--- src/hdl/burst_trimmed_mean_filter_macros.svh ---
// assertion macros for the burst trimmed mean filter
`ifndef BURST_TRIMMED_MEAN_FILTER_MACROS_SVH
`define BURST_TRIMMED_MEAN_FILTER_MACROS_SVH

`ifndef ASSERT_OFF

// same-cycle implication, checked outside reset
`define BTMF_ASSERT_IMP(label, clk, rst, ante, cons) \
   label: assert property (@(posedge clk) disable iff (rst) (ante) |-> (cons)) \
      else $error("implication failed");

// next-cycle implication, checked outside reset
`define BTMF_ASSERT_NEXT(label, clk, rst, ante, cons) \
   label: assert property (@(posedge clk) disable iff (rst) (ante) |=> (cons)) \
      else $error("next-cycle implication failed");

`else

`define BTMF_ASSERT_IMP(label, clk, rst, ante, cons)
`define BTMF_ASSERT_NEXT(label, clk, rst, ante, cons)

`endif

`endif

--- src/hdl/btmf_pkg.sv ---
package btmf_pkg;

   // fixed field widths of the channels
   localparam int SAMPLE_W = 12;
   localparam int MEAN_W   = 12;

   // control from the sequencer to every cell of the chain
   typedef struct packed {
      logic insert;
      logic clear;
   } cell_ctl_type;

   // flags a cell hands to its right-hand neighbour
   typedef struct packed {
      logic valid;
      logic gt;
   } cell_flag_type;

   // divider status
   typedef struct packed {
      logic busy;
      logic done;
   } div_status_type;

endpackage

--- src/hdl/btmf_if.sv ---
// request channel: one converter sample
interface btmf_req_if;
   logic                          valid;
   logic                          ready;
   logic [btmf_pkg::SAMPLE_W-1:0] sample;

   modport source (output valid, output sample, input ready);
   modport sink (input valid, input sample, output ready);
endinterface

// response channel: one trimmed mean per burst
interface btmf_rsp_if;
   logic                        valid;
   logic                        ready;
   logic [btmf_pkg::MEAN_W-1:0] trimmed_mean;

   modport source (output valid, output trimmed_mean, input ready);
   modport sink (input valid, input trimmed_mean, output ready);
endinterface

--- src/hdl/burst_trimmed_mean_filter.sv ---
// Burst trimmed mean filter.
// Requests (req_bus) carry one 12-bit converter sample each; a sample is taken at
// a rising clock edge with valid and ready both high. Every BURST_LEN samples form
// a burst. Each sample is inserted into a sorted row of BURST_LEN cells in the
// cycle it is taken, so inside a burst one sample is accepted per cycle.
// After the last sample of a burst the KEEP_COUNT middle-ranked cells are summed,
// one cell per cycle with ready low, then the row is emptied and the next burst
// may start while a reciprocal multiplier forms sum / KEEP_COUNT.
// The response (rsp_bus) is formed through the divider's product register and
// its busy and done flags, and is then loaded into the output register.
// The response sits in an output register until taken; if the receiver stalls,
// samples of the next burst are still accepted, but its last sample waits until
// the previous response has left and the divider is idle.
// Synchronous reset empties the cell row, clears the fill count and drops any
// pending response.
`include "burst_trimmed_mean_filter_macros.svh"

module burst_trimmed_mean_filter #(
   parameter int BURST_LEN   = 64,
   parameter int KEEP_COUNT  = 8,
   parameter int SAMPLE_BITS = 12
) (
   input  logic         clock,
   input  logic         reset,
   btmf_req_if.sink     req_bus,
   btmf_rsp_if.source   rsp_bus
);

   localparam int FIRST_KEPT = (BURST_LEN / 2) - (KEEP_COUNT / 2);
   localparam int CNT_W      = $clog2(BURST_LEN);
   localparam int KI_W       = $clog2(KEEP_COUNT);
   localparam int SUM_W      = SAMPLE_BITS + $clog2(KEEP_COUNT);
   localparam int IN_EXT_W   = (SAMPLE_BITS > btmf_pkg::SAMPLE_W) ?
                               SAMPLE_BITS : btmf_pkg::SAMPLE_W;
   localparam int OUT_EXT_W  = (SAMPLE_BITS > btmf_pkg::MEAN_W) ?
                               SAMPLE_BITS : btmf_pkg::MEAN_W;

   // sequencer states
   localparam logic ST_FILL = 1'b0;
   localparam logic ST_ACC  = 1'b1;

   logic                          state_ff;
   logic                          state_in;
   logic [CNT_W-1:0]              fill_cnt_ff;
   logic [CNT_W-1:0]              fill_cnt_in;
   logic [KI_W-1:0]               idx_ff;
   logic [KI_W-1:0]               idx_in;
   logic [SUM_W-1:0]              sum_ff;
   logic [SUM_W-1:0]              sum_next;
   logic                          rsp_valid_ff;
   logic                          rsp_valid_in;
   logic [btmf_pkg::MEAN_W-1:0]   rsp_mean_ff;
   logic [btmf_pkg::MEAN_W-1:0]   rsp_mean_in;

   logic                          req_accept;
   logic                          rsp_accept;
   logic                          last_slot;
   logic                          acc_last;
   logic [IN_EXT_W-1:0]           sample_wide;
   logic [SAMPLE_BITS-1:0]        sample_cut;
   logic [CNT_W-1:0]              kept_index;
   logic [SAMPLE_BITS-1:0]        kept_value;
   logic [SAMPLE_BITS-1:0]        quotient;
   logic [OUT_EXT_W-1:0]          quotient_wide;

   btmf_pkg::cell_ctl_type        cell_ctl;
   btmf_pkg::div_status_type      div_status;
   logic [SAMPLE_BITS-1:0]        cell_value [BURST_LEN];
   btmf_pkg::cell_flag_type       cell_flag  [BURST_LEN];

   // incoming sample masked to the sample width
   assign sample_wide = IN_EXT_W'(req_bus.sample);
   assign sample_cut  = sample_wide[SAMPLE_BITS-1:0];

   // handshakes
   assign last_slot     = fill_cnt_ff == CNT_W'(BURST_LEN - 1);
   assign req_bus.ready = (state_ff == ST_FILL) &&
                          !(last_slot && (div_status.busy || div_status.done ||
                                          rsp_valid_ff));
   assign req_accept    = req_bus.valid && req_bus.ready;
   assign rsp_accept    = rsp_valid_ff && rsp_bus.ready;

   // middle ranks read one per cycle
   assign acc_last   = (state_ff == ST_ACC) && (idx_ff == KI_W'(KEEP_COUNT - 1));
   assign kept_index = CNT_W'(FIRST_KEPT) + CNT_W'(idx_ff);
   assign kept_value = cell_value[kept_index];
   assign sum_next   = sum_ff + SUM_W'(kept_value);

   assign cell_ctl.insert = req_accept;
   assign cell_ctl.clear  = acc_last;

   // sorted insertion row, smallest value in cell 0
   genvar g;
   generate
      for (g = 0; g < BURST_LEN; g++) begin : g_cell
         if (g == 0) begin : g_head
            btmf_cell #(.SAMPLE_BITS(SAMPLE_BITS)) u_cell (
               .clock      (clock),
               .reset      (reset),
               .ctl        (cell_ctl),
               .new_sample (sample_cut),
               .left_value ('0),
               .left_flag  ('0),
               .value      (cell_value[g]),
               .flag       (cell_flag[g])
            );
         end else begin : g_body
            btmf_cell #(.SAMPLE_BITS(SAMPLE_BITS)) u_cell (
               .clock      (clock),
               .reset      (reset),
               .ctl        (cell_ctl),
               .new_sample (sample_cut),
               .left_value (cell_value[g-1]),
               .left_flag  (cell_flag[g-1]),
               .value      (cell_value[g]),
               .flag       (cell_flag[g])
            );
         end
      end
   endgenerate

   // division by the kept count
   btmf_div #(
      .SUM_W   (SUM_W),
      .DIVISOR (KEEP_COUNT),
      .Q_W     (SAMPLE_BITS)
   ) u_div (
      .clock    (clock),
      .reset    (reset),
      .start    (acc_last),
      .dividend (sum_next),
      .status   (div_status),
      .quotient (quotient)
   );

   assign quotient_wide = OUT_EXT_W'(quotient);
   assign rsp_mean_in   = quotient_wide[btmf_pkg::MEAN_W-1:0];

   // sequencer next state
   always_comb begin
      state_in    = state_ff;
      fill_cnt_in = fill_cnt_ff;
      idx_in      = idx_ff;
      unique case (state_ff)
         ST_FILL: begin
            idx_in = '0;
            if (req_accept) begin
               if (last_slot) begin
                  fill_cnt_in = '0;
                  state_in    = ST_ACC;
               end else begin
                  fill_cnt_in = fill_cnt_ff + CNT_W'(1);
               end
            end
         end
         ST_ACC: begin
            idx_in = idx_ff + KI_W'(1);
            if (acc_last) begin
               state_in = ST_FILL;
            end
         end
         default: begin
            state_in = ST_FILL;
         end
      endcase
   end

   // response register
   always_comb begin
      rsp_valid_in = rsp_valid_ff;
      priority if (div_status.done) begin
         rsp_valid_in = 1'b1;
      end else if (rsp_accept) begin
         rsp_valid_in = 1'b0;
      end
   end

   always_ff @(posedge clock) begin
      if (reset) begin
         state_ff     <= ST_FILL;
         fill_cnt_ff  <= '0;
         idx_ff       <= '0;
         rsp_valid_ff <= 1'b0;
      end else begin
         state_ff     <= state_in;
         fill_cnt_ff  <= fill_cnt_in;
         idx_ff       <= idx_in;
         rsp_valid_ff <= rsp_valid_in;
      end
   end

   // running sum of the kept ranks; response mean captured on divider done
   always_ff @(posedge clock) begin
      if (state_ff == ST_FILL) begin
         sum_ff <= '0;
      end else begin
         sum_ff <= sum_next;
      end
      if (div_status.done) begin
         rsp_mean_ff <= rsp_mean_in;
      end
   end

   assign rsp_bus.valid        = rsp_valid_ff;
   assign rsp_bus.trimmed_mean = rsp_mean_ff;

   // checks
   `BTMF_ASSERT_NEXT(a_last_starts_acc, clock, reset, req_accept && last_slot, state_ff == ST_ACC)
   `BTMF_ASSERT_IMP(a_done_into_empty, clock, reset, div_status.done, !rsp_valid_ff)
   `BTMF_ASSERT_IMP(a_acc_while_idle_div, clock, reset, state_ff == ST_ACC, !div_status.busy && !div_status.done && !rsp_valid_ff)
   `BTMF_ASSERT_IMP(a_row_sorted, clock, reset, cell_flag[FIRST_KEPT].valid && cell_flag[FIRST_KEPT + 1].valid, cell_value[FIRST_KEPT] <= cell_value[FIRST_KEPT + 1])

endmodule

--- src/hdl/btmf_cell.sv ---
module btmf_cell #(
   parameter int SAMPLE_BITS = 12
) (
   input  logic                     clock,
   input  logic                     reset,
   input  btmf_pkg::cell_ctl_type   ctl,
   input  logic [SAMPLE_BITS-1:0]   new_sample,
   input  logic [SAMPLE_BITS-1:0]   left_value,
   input  btmf_pkg::cell_flag_type  left_flag,
   output logic [SAMPLE_BITS-1:0]   value,
   output btmf_pkg::cell_flag_type  flag
);

   logic [SAMPLE_BITS-1:0] value_ff;
   logic [SAMPLE_BITS-1:0] value_in;
   logic                   valid_ff;
   logic                   valid_in;

   // this slot lies at or beyond the insertion point
   assign flag.gt    = !valid_ff || (value_ff > new_sample);
   assign flag.valid = valid_ff;
   assign value      = value_ff;

   // clear, keep, shift in from the left, or take the new sample
   always_comb begin
      value_in = value_ff;
      valid_in = valid_ff;
      if (ctl.clear) begin
         valid_in = 1'b0;
      end else if (ctl.insert && flag.gt) begin
         if (left_flag.gt) begin
            value_in = left_value;
            valid_in = left_flag.valid;
         end else begin
            value_in = new_sample;
            valid_in = 1'b1;
         end
      end
   end

   always_ff @(posedge clock) begin
      if (reset) begin
         valid_ff <= 1'b0;
      end else begin
         valid_ff <= valid_in;
      end
   end

   always_ff @(posedge clock) begin
      value_ff <= value_in;
   end

endmodule

--- src/hdl/btmf_div.sv ---
module btmf_div #(
   parameter int SUM_W   = 15,
   parameter int DIVISOR = 8,
   parameter int Q_W     = 12
) (
   input  logic                      clock,
   input  logic                      reset,
   input  logic                      start,
   input  logic [SUM_W-1:0]          dividend,
   output btmf_pkg::div_status_type  status,
   output logic [Q_W-1:0]            quotient
);

   // floor(x / DIVISOR) equals (x * RECIP) >> SHIFT for every x below 2**SUM_W
   localparam int     SHIFT = SUM_W + $clog2(DIVISOR);
   localparam longint RECIP = ((longint'(1) << SHIFT) + longint'(DIVISOR) - 1) /
                              longint'(DIVISOR);
   localparam int     RW    = SUM_W + 1;
   localparam int     PW    = SUM_W + RW;

   logic          busy_ff;
   logic          done_ff;
   logic [PW-1:0] prod_ff;
   logic [PW-1:0] prod_in;
   logic [RW-1:0] recip;

   // reciprocal multiply, quotient taken from the high bits
   assign recip    = RW'(RECIP);
   assign prod_in  = PW'(dividend) * PW'(recip);
   assign quotient = prod_ff[SHIFT +: Q_W];

   assign status.busy = busy_ff;
   assign status.done = done_ff;

   // control: busy follows start, then done follows busy
   always_ff @(posedge clock) begin
      if (reset) begin
         busy_ff <= 1'b0;
         done_ff <= 1'b0;
      end else begin
         busy_ff <= start;
         done_ff <= busy_ff;
      end
   end

   // datapath
   always_ff @(posedge clock) begin
      if (start) begin
         prod_ff <= prod_in;
      end
   end

endmodule
--- src/flat_wrapper.sv ---
// flat-port wrapper written by rule: the top's interface ports become plain ports
module burst_trimmed_mean_filter_flat 
#(
   parameter int BURST_LEN   = 64,
   parameter int KEEP_COUNT  = 8,
   parameter int SAMPLE_BITS = 12
)
  (clock, reset, req_bus_valid, req_bus_sample, req_bus_ready, rsp_bus_valid, rsp_bus_trimmed_mean, rsp_bus_ready);
  btmf_req_if req_bus_i ();
  btmf_rsp_if rsp_bus_i ();
  input  logic clock;
  input  logic reset;
  input wire logic [$bits(req_bus_i.valid)-1:0] req_bus_valid;
  input wire logic [$bits(req_bus_i.sample)-1:0] req_bus_sample;
  output wire logic [$bits(req_bus_i.ready)-1:0] req_bus_ready;
  output wire logic [$bits(rsp_bus_i.valid)-1:0] rsp_bus_valid;
  output wire logic [$bits(rsp_bus_i.trimmed_mean)-1:0] rsp_bus_trimmed_mean;
  input wire logic [$bits(rsp_bus_i.ready)-1:0] rsp_bus_ready;
  assign req_bus_i.valid = req_bus_valid;
  assign req_bus_i.sample = req_bus_sample;
  assign req_bus_ready = req_bus_i.ready;
  assign rsp_bus_valid = rsp_bus_i.valid;
  assign rsp_bus_trimmed_mean = rsp_bus_i.trimmed_mean;
  assign rsp_bus_i.ready = rsp_bus_ready;
  burst_trimmed_mean_filter #(.BURST_LEN(BURST_LEN), .KEEP_COUNT(KEEP_COUNT), .SAMPLE_BITS(SAMPLE_BITS)) u_core (.clock(clock), .reset(reset), .req_bus(req_bus_i), .rsp_bus(rsp_bus_i));
endmodule
--- config.mk ---
export PLATFORM = sky130hd
export DESIGN_NAME = burst_trimmed_mean_filter_flat
export DESIGN_NICKNAME = d
export VERILOG_FILES = /design/src/hdl/btmf_pkg.sv /design/src/hdl/btmf_if.sv /design/src/hdl/burst_trimmed_mean_filter.sv /design/src/hdl/btmf_cell.sv /design/src/hdl/btmf_div.sv /design/src/flat_wrapper.sv
export VERILOG_INCLUDE_DIRS = /design/src /design/src/hdl
export SDC_FILE = /design/constraint.sdc
export NUM_CORES = 2
export LEC_CHECK = 0
export BUFFER_PORTS_ARGS = -buffer_cell sky130_fd_sc_hd__buf_4
export CELL_PAD_IN_SITES_DETAIL_PLACEMENT = 1
export CELL_PAD_IN_SITES_GLOBAL_PLACEMENT = 1
export CORE_ASPECT_RATIO = 0.75
export CORE_UTILIZATION = 30
export CTS_BUF_LIST = sky130_fd_sc_hd__clkbuf_16
export CTS_CLUSTER_DIAMETER = 150
export DETAILED_ROUTE_END_ITERATION = 12
export PLACE_DENSITY = 0.59
export SLEW_MARGIN = 20
export SYNTH_ARGS = -nofsm -noshare
export SYNTH_HDL_FRONTEND = slang
export SYNTH_HIERARCHICAL = 1
export SYNTH_SLANG_ARGS = --single-unit
--- constraint.sdc ---
create_clock -name clock -period 5.8 [get_ports clock]
set_input_delay 1.45 -clock clock [delete_from_list [all_inputs] [get_ports clock]]
set_output_delay 1.45 -clock clock [all_outputs]
set_load 0.05 [all_outputs]
==> impl_metrics.py <==
metrics = {
    "routing": {
        "routedWlPerCell_microns": 18.9,
        "first_pass_iters": 5,
        "vias": 25067,
        "vias_per_cell": 4.93,
        "drtIter0Drc": 1329,
        "ant_nets": 0,
        "totalWireLength_microns": 96000,
        "drc": 0,
    },
    "cells_and_area": {
        "multi_input_area_sq_um": 16400,
        "syn_to_final_growth_pct": 11.2,
        "seq_area_sq_um": 15000,
        "stdcell_area_sq_um": 37700,
        "fillers": 12767,
        "fin_nets": 3988,
        "final_common_cell": "inv_1",
        "final_cell_mix": "inv_1, nand2_1, edfxtp_1",
        "utilization": 0.337,
        "drive_gt1_frac": 0.0733,
    },
    "sta": {
        "rsz0062_at_grt": "no",
        "skew_ns": 0.0325,
        "fin_crit_ns": 4.02,
        "max_slew_margin": 0.375,
        "setup_violations": 0,
        "finalHoldViolations": 0,
        "fin_ws_ns": 1.78,
        "fmax_mhz": 249,
        "slew_violations": 0,
        "finalSetupTns_ns": 0,
        "period_share": 0.693,
        "worstMarginPinSlew_ns": 0.938,
    },
    "cts": {
        "cts_setup_buffers": 0,
        "ctsHoldBuffers": 0,
        "cts_max_level": 2,
        "path_clk_slew_ns": 0.06,
        "numClockSinks": 520,
        "numCtsBuffers": 60,
        "cts_tree": "built",
        "cts_resized": 0,
        "root_buffer": "clkbuf_16",
        "clock_path_buffers": 3,
        "worstSkewPairLatency_ns": 0.65,
    },
    "floorplanning": {
        "start_util": 0.303,
        "row_count": 106,
        "fp.dieW_microns": 390,
        "ios": 30,
        "dieArea_sq_um": 114000,
        "die_y_microns": 293,
        "coreArea_sq_um": 112000,
    },
    "place": {
        "dp_hpwl_microns": 65500,
        "post-place-ws_ns": 1.15,
        "portBuffers": 29,
        "postPlaceCellArea_sq_um": 35700,
        "place_congestion": 0.805,
    },
    "critical_path": {
        "worst_setup_path_end_kind": "register",
        "cp-start-kind": "register",
        "arrival_ns": 4.55,
        "cpMaxStageDelayCell": "dfxtp_2",
        "crit_type": "register to register",
        "path_buf_inv": 1,
        "crit_family": "multiplexers",
        "crit_required_ns": 6.33,
        "worstPathMaxFanout": 19,
        "path_cells": "buf_4 > mux4_2 > mux2_2 > fa_1 > a211oi_2 > o21bai_1 > a2111oi_0 > nor3_1 > xor2_1 > and2_1",
        "max_stage_delay_ns": 0.75,
    },
    "synth": {
        "syn-mean-instance-area_sq_um": 9.65,
        "syn_area_sq_um": 33900,
        "ys_warn_count": 6,
        "syn_inst": 3516,
    },
    "power": {
        "combPwrFrac": 0.137,
        "leakagePower_uw": 0.0165,
        "p_per_area_nw_per_um2": 262,
        "switchingPower_uw": 2720,
        "p_int_uw": 7170,
        "pwr-share-clk": 0.405,
        "peakVddDrop_v": 0.000190,
        "p_seq_frac": 0.458,
        "swShare": 0.275,
    },
    "min_path": {
        "min_path_type": "register to register",
    },
    "grt": {
        "grt_pass1_wl_microns": 151000,
        "grt_use_total": 0.168,
        "antenna_found_initial": 3,
        "grt_max_degree": 56,
        "grt_pass1_vias": 26138,
        "grt-ovfl-total": 0,
    },
    "outcome": {
        "status": "complete, no violations",
    },
    "flow_run": {
        "maxCapViolCount": 0,
    },
}
==> registers in the layout, summed over array words and instances (netlist names) <==
name and count:
u_core/sum_ff 15, u_core/u_div/prod_ff 12, u_core/u_div/done_ff 1, u_core/state_ff 1
u_core/g_cell.g_head.u_cell/valid_ff 1, u_core/idx_ff 3, u_core/u_div/busy_ff 1, u_core/g_cell.g_body.u_cell/value 420
u_core/rsp_bus.valid 1, u_core/g_cell.g_body.u_cell/valid_ff 35, u_core/fill_cnt_ff 6, u_core/g_cell.g_head.u_cell/value 12
u_core/rsp_bus.trimmed_mean 12
==> metrics by stage <==
| stage | total power [uW] | instances | hold slack (ns) |
|---|---|---|---|
| final | 9900 | 5088 | 0.419 |
| after global routing | 10400 | 5087 | 0.437 |
| after CTS | 10100 | 5087 | 0.423 |
| after detailed placement | 5960 | 4974 | 0.407 |
| after global placement | 5920 | 4973 | 0.403 |
| after floorplan | 5450 | 3534 | 0.400 |
==> area by class of cell <==
cell class                      count  share of cell area
Multi-Input combinational cell   2348               0.434
Tap cell                         1512              0.0502
Antenna cell                        1           0.0000663
Sequential cell                   520               0.397
Clock inverter                     52              0.0131
Inverter                          545              0.0542
Clock buffer                       61              0.0405
Timing Repair Buffer               49              0.0108
==> worst register-to-register path, cell delays in order, from the launching register on <==
cell and delay, ns:
dfxtp_2 0.75, buf_4 0.35, mux4_2 0.58, mux2_2 0.36, fa_1 0.48, a211oi_2 0.24
o21bai_1 0.14, a2111oi_0 0.54, nor3_1 0.14, xor2_1 0.17, and2_1 0.16
==> per-layer routing <==
metal | track usage | vias up | wire (microns)
li1 | - | 12407 | -
met1 | 0.250 | 12287 | 49900
met2 | 0.261 | 284 | 41700
met3 | 0.0173 | 89 | 2900
met4 | 0.0327 | 0 | 1540
met5 | 0 | - | 0
==> power groups by stage <==
stage / Sequential (uW) / Clock, uW / Combinational, uW
final: 4530 / 4010 / 1360
after global routing: 4560 / 4280 / 1560
after CTS: 4530 / 4160 / 1370
after detailed placement: 4610 / 0 / 1350
after global placement: 4610 / 0 / 1310
after floorplan: 4510 / 0 / 934
==> final timing paths <==
| path | depth (start not counted) | from | slack [ns] | endpoint |
|---|---|---|---|---|
| worst max-delay path | 10 | u_core/idx_ff[0] | 1.78 | u_core/sum_ff[8] |
| worst min-delay path | 0 | u_core/u_div/prod_ff[22] | 0.42 | u_core/rsp_bus.trimmed_mean[4] |
| worst max register to register | 10 | u_core/idx_ff[0] | 1.78 | u_core/sum_ff[8] |
| worst min register to register | 0 | u_core/u_div/prod_ff[22] | 0.42 | u_core/rsp_bus.trimmed_mean[4] |
No activity file was read; power rests on OpenSTA's default activity.
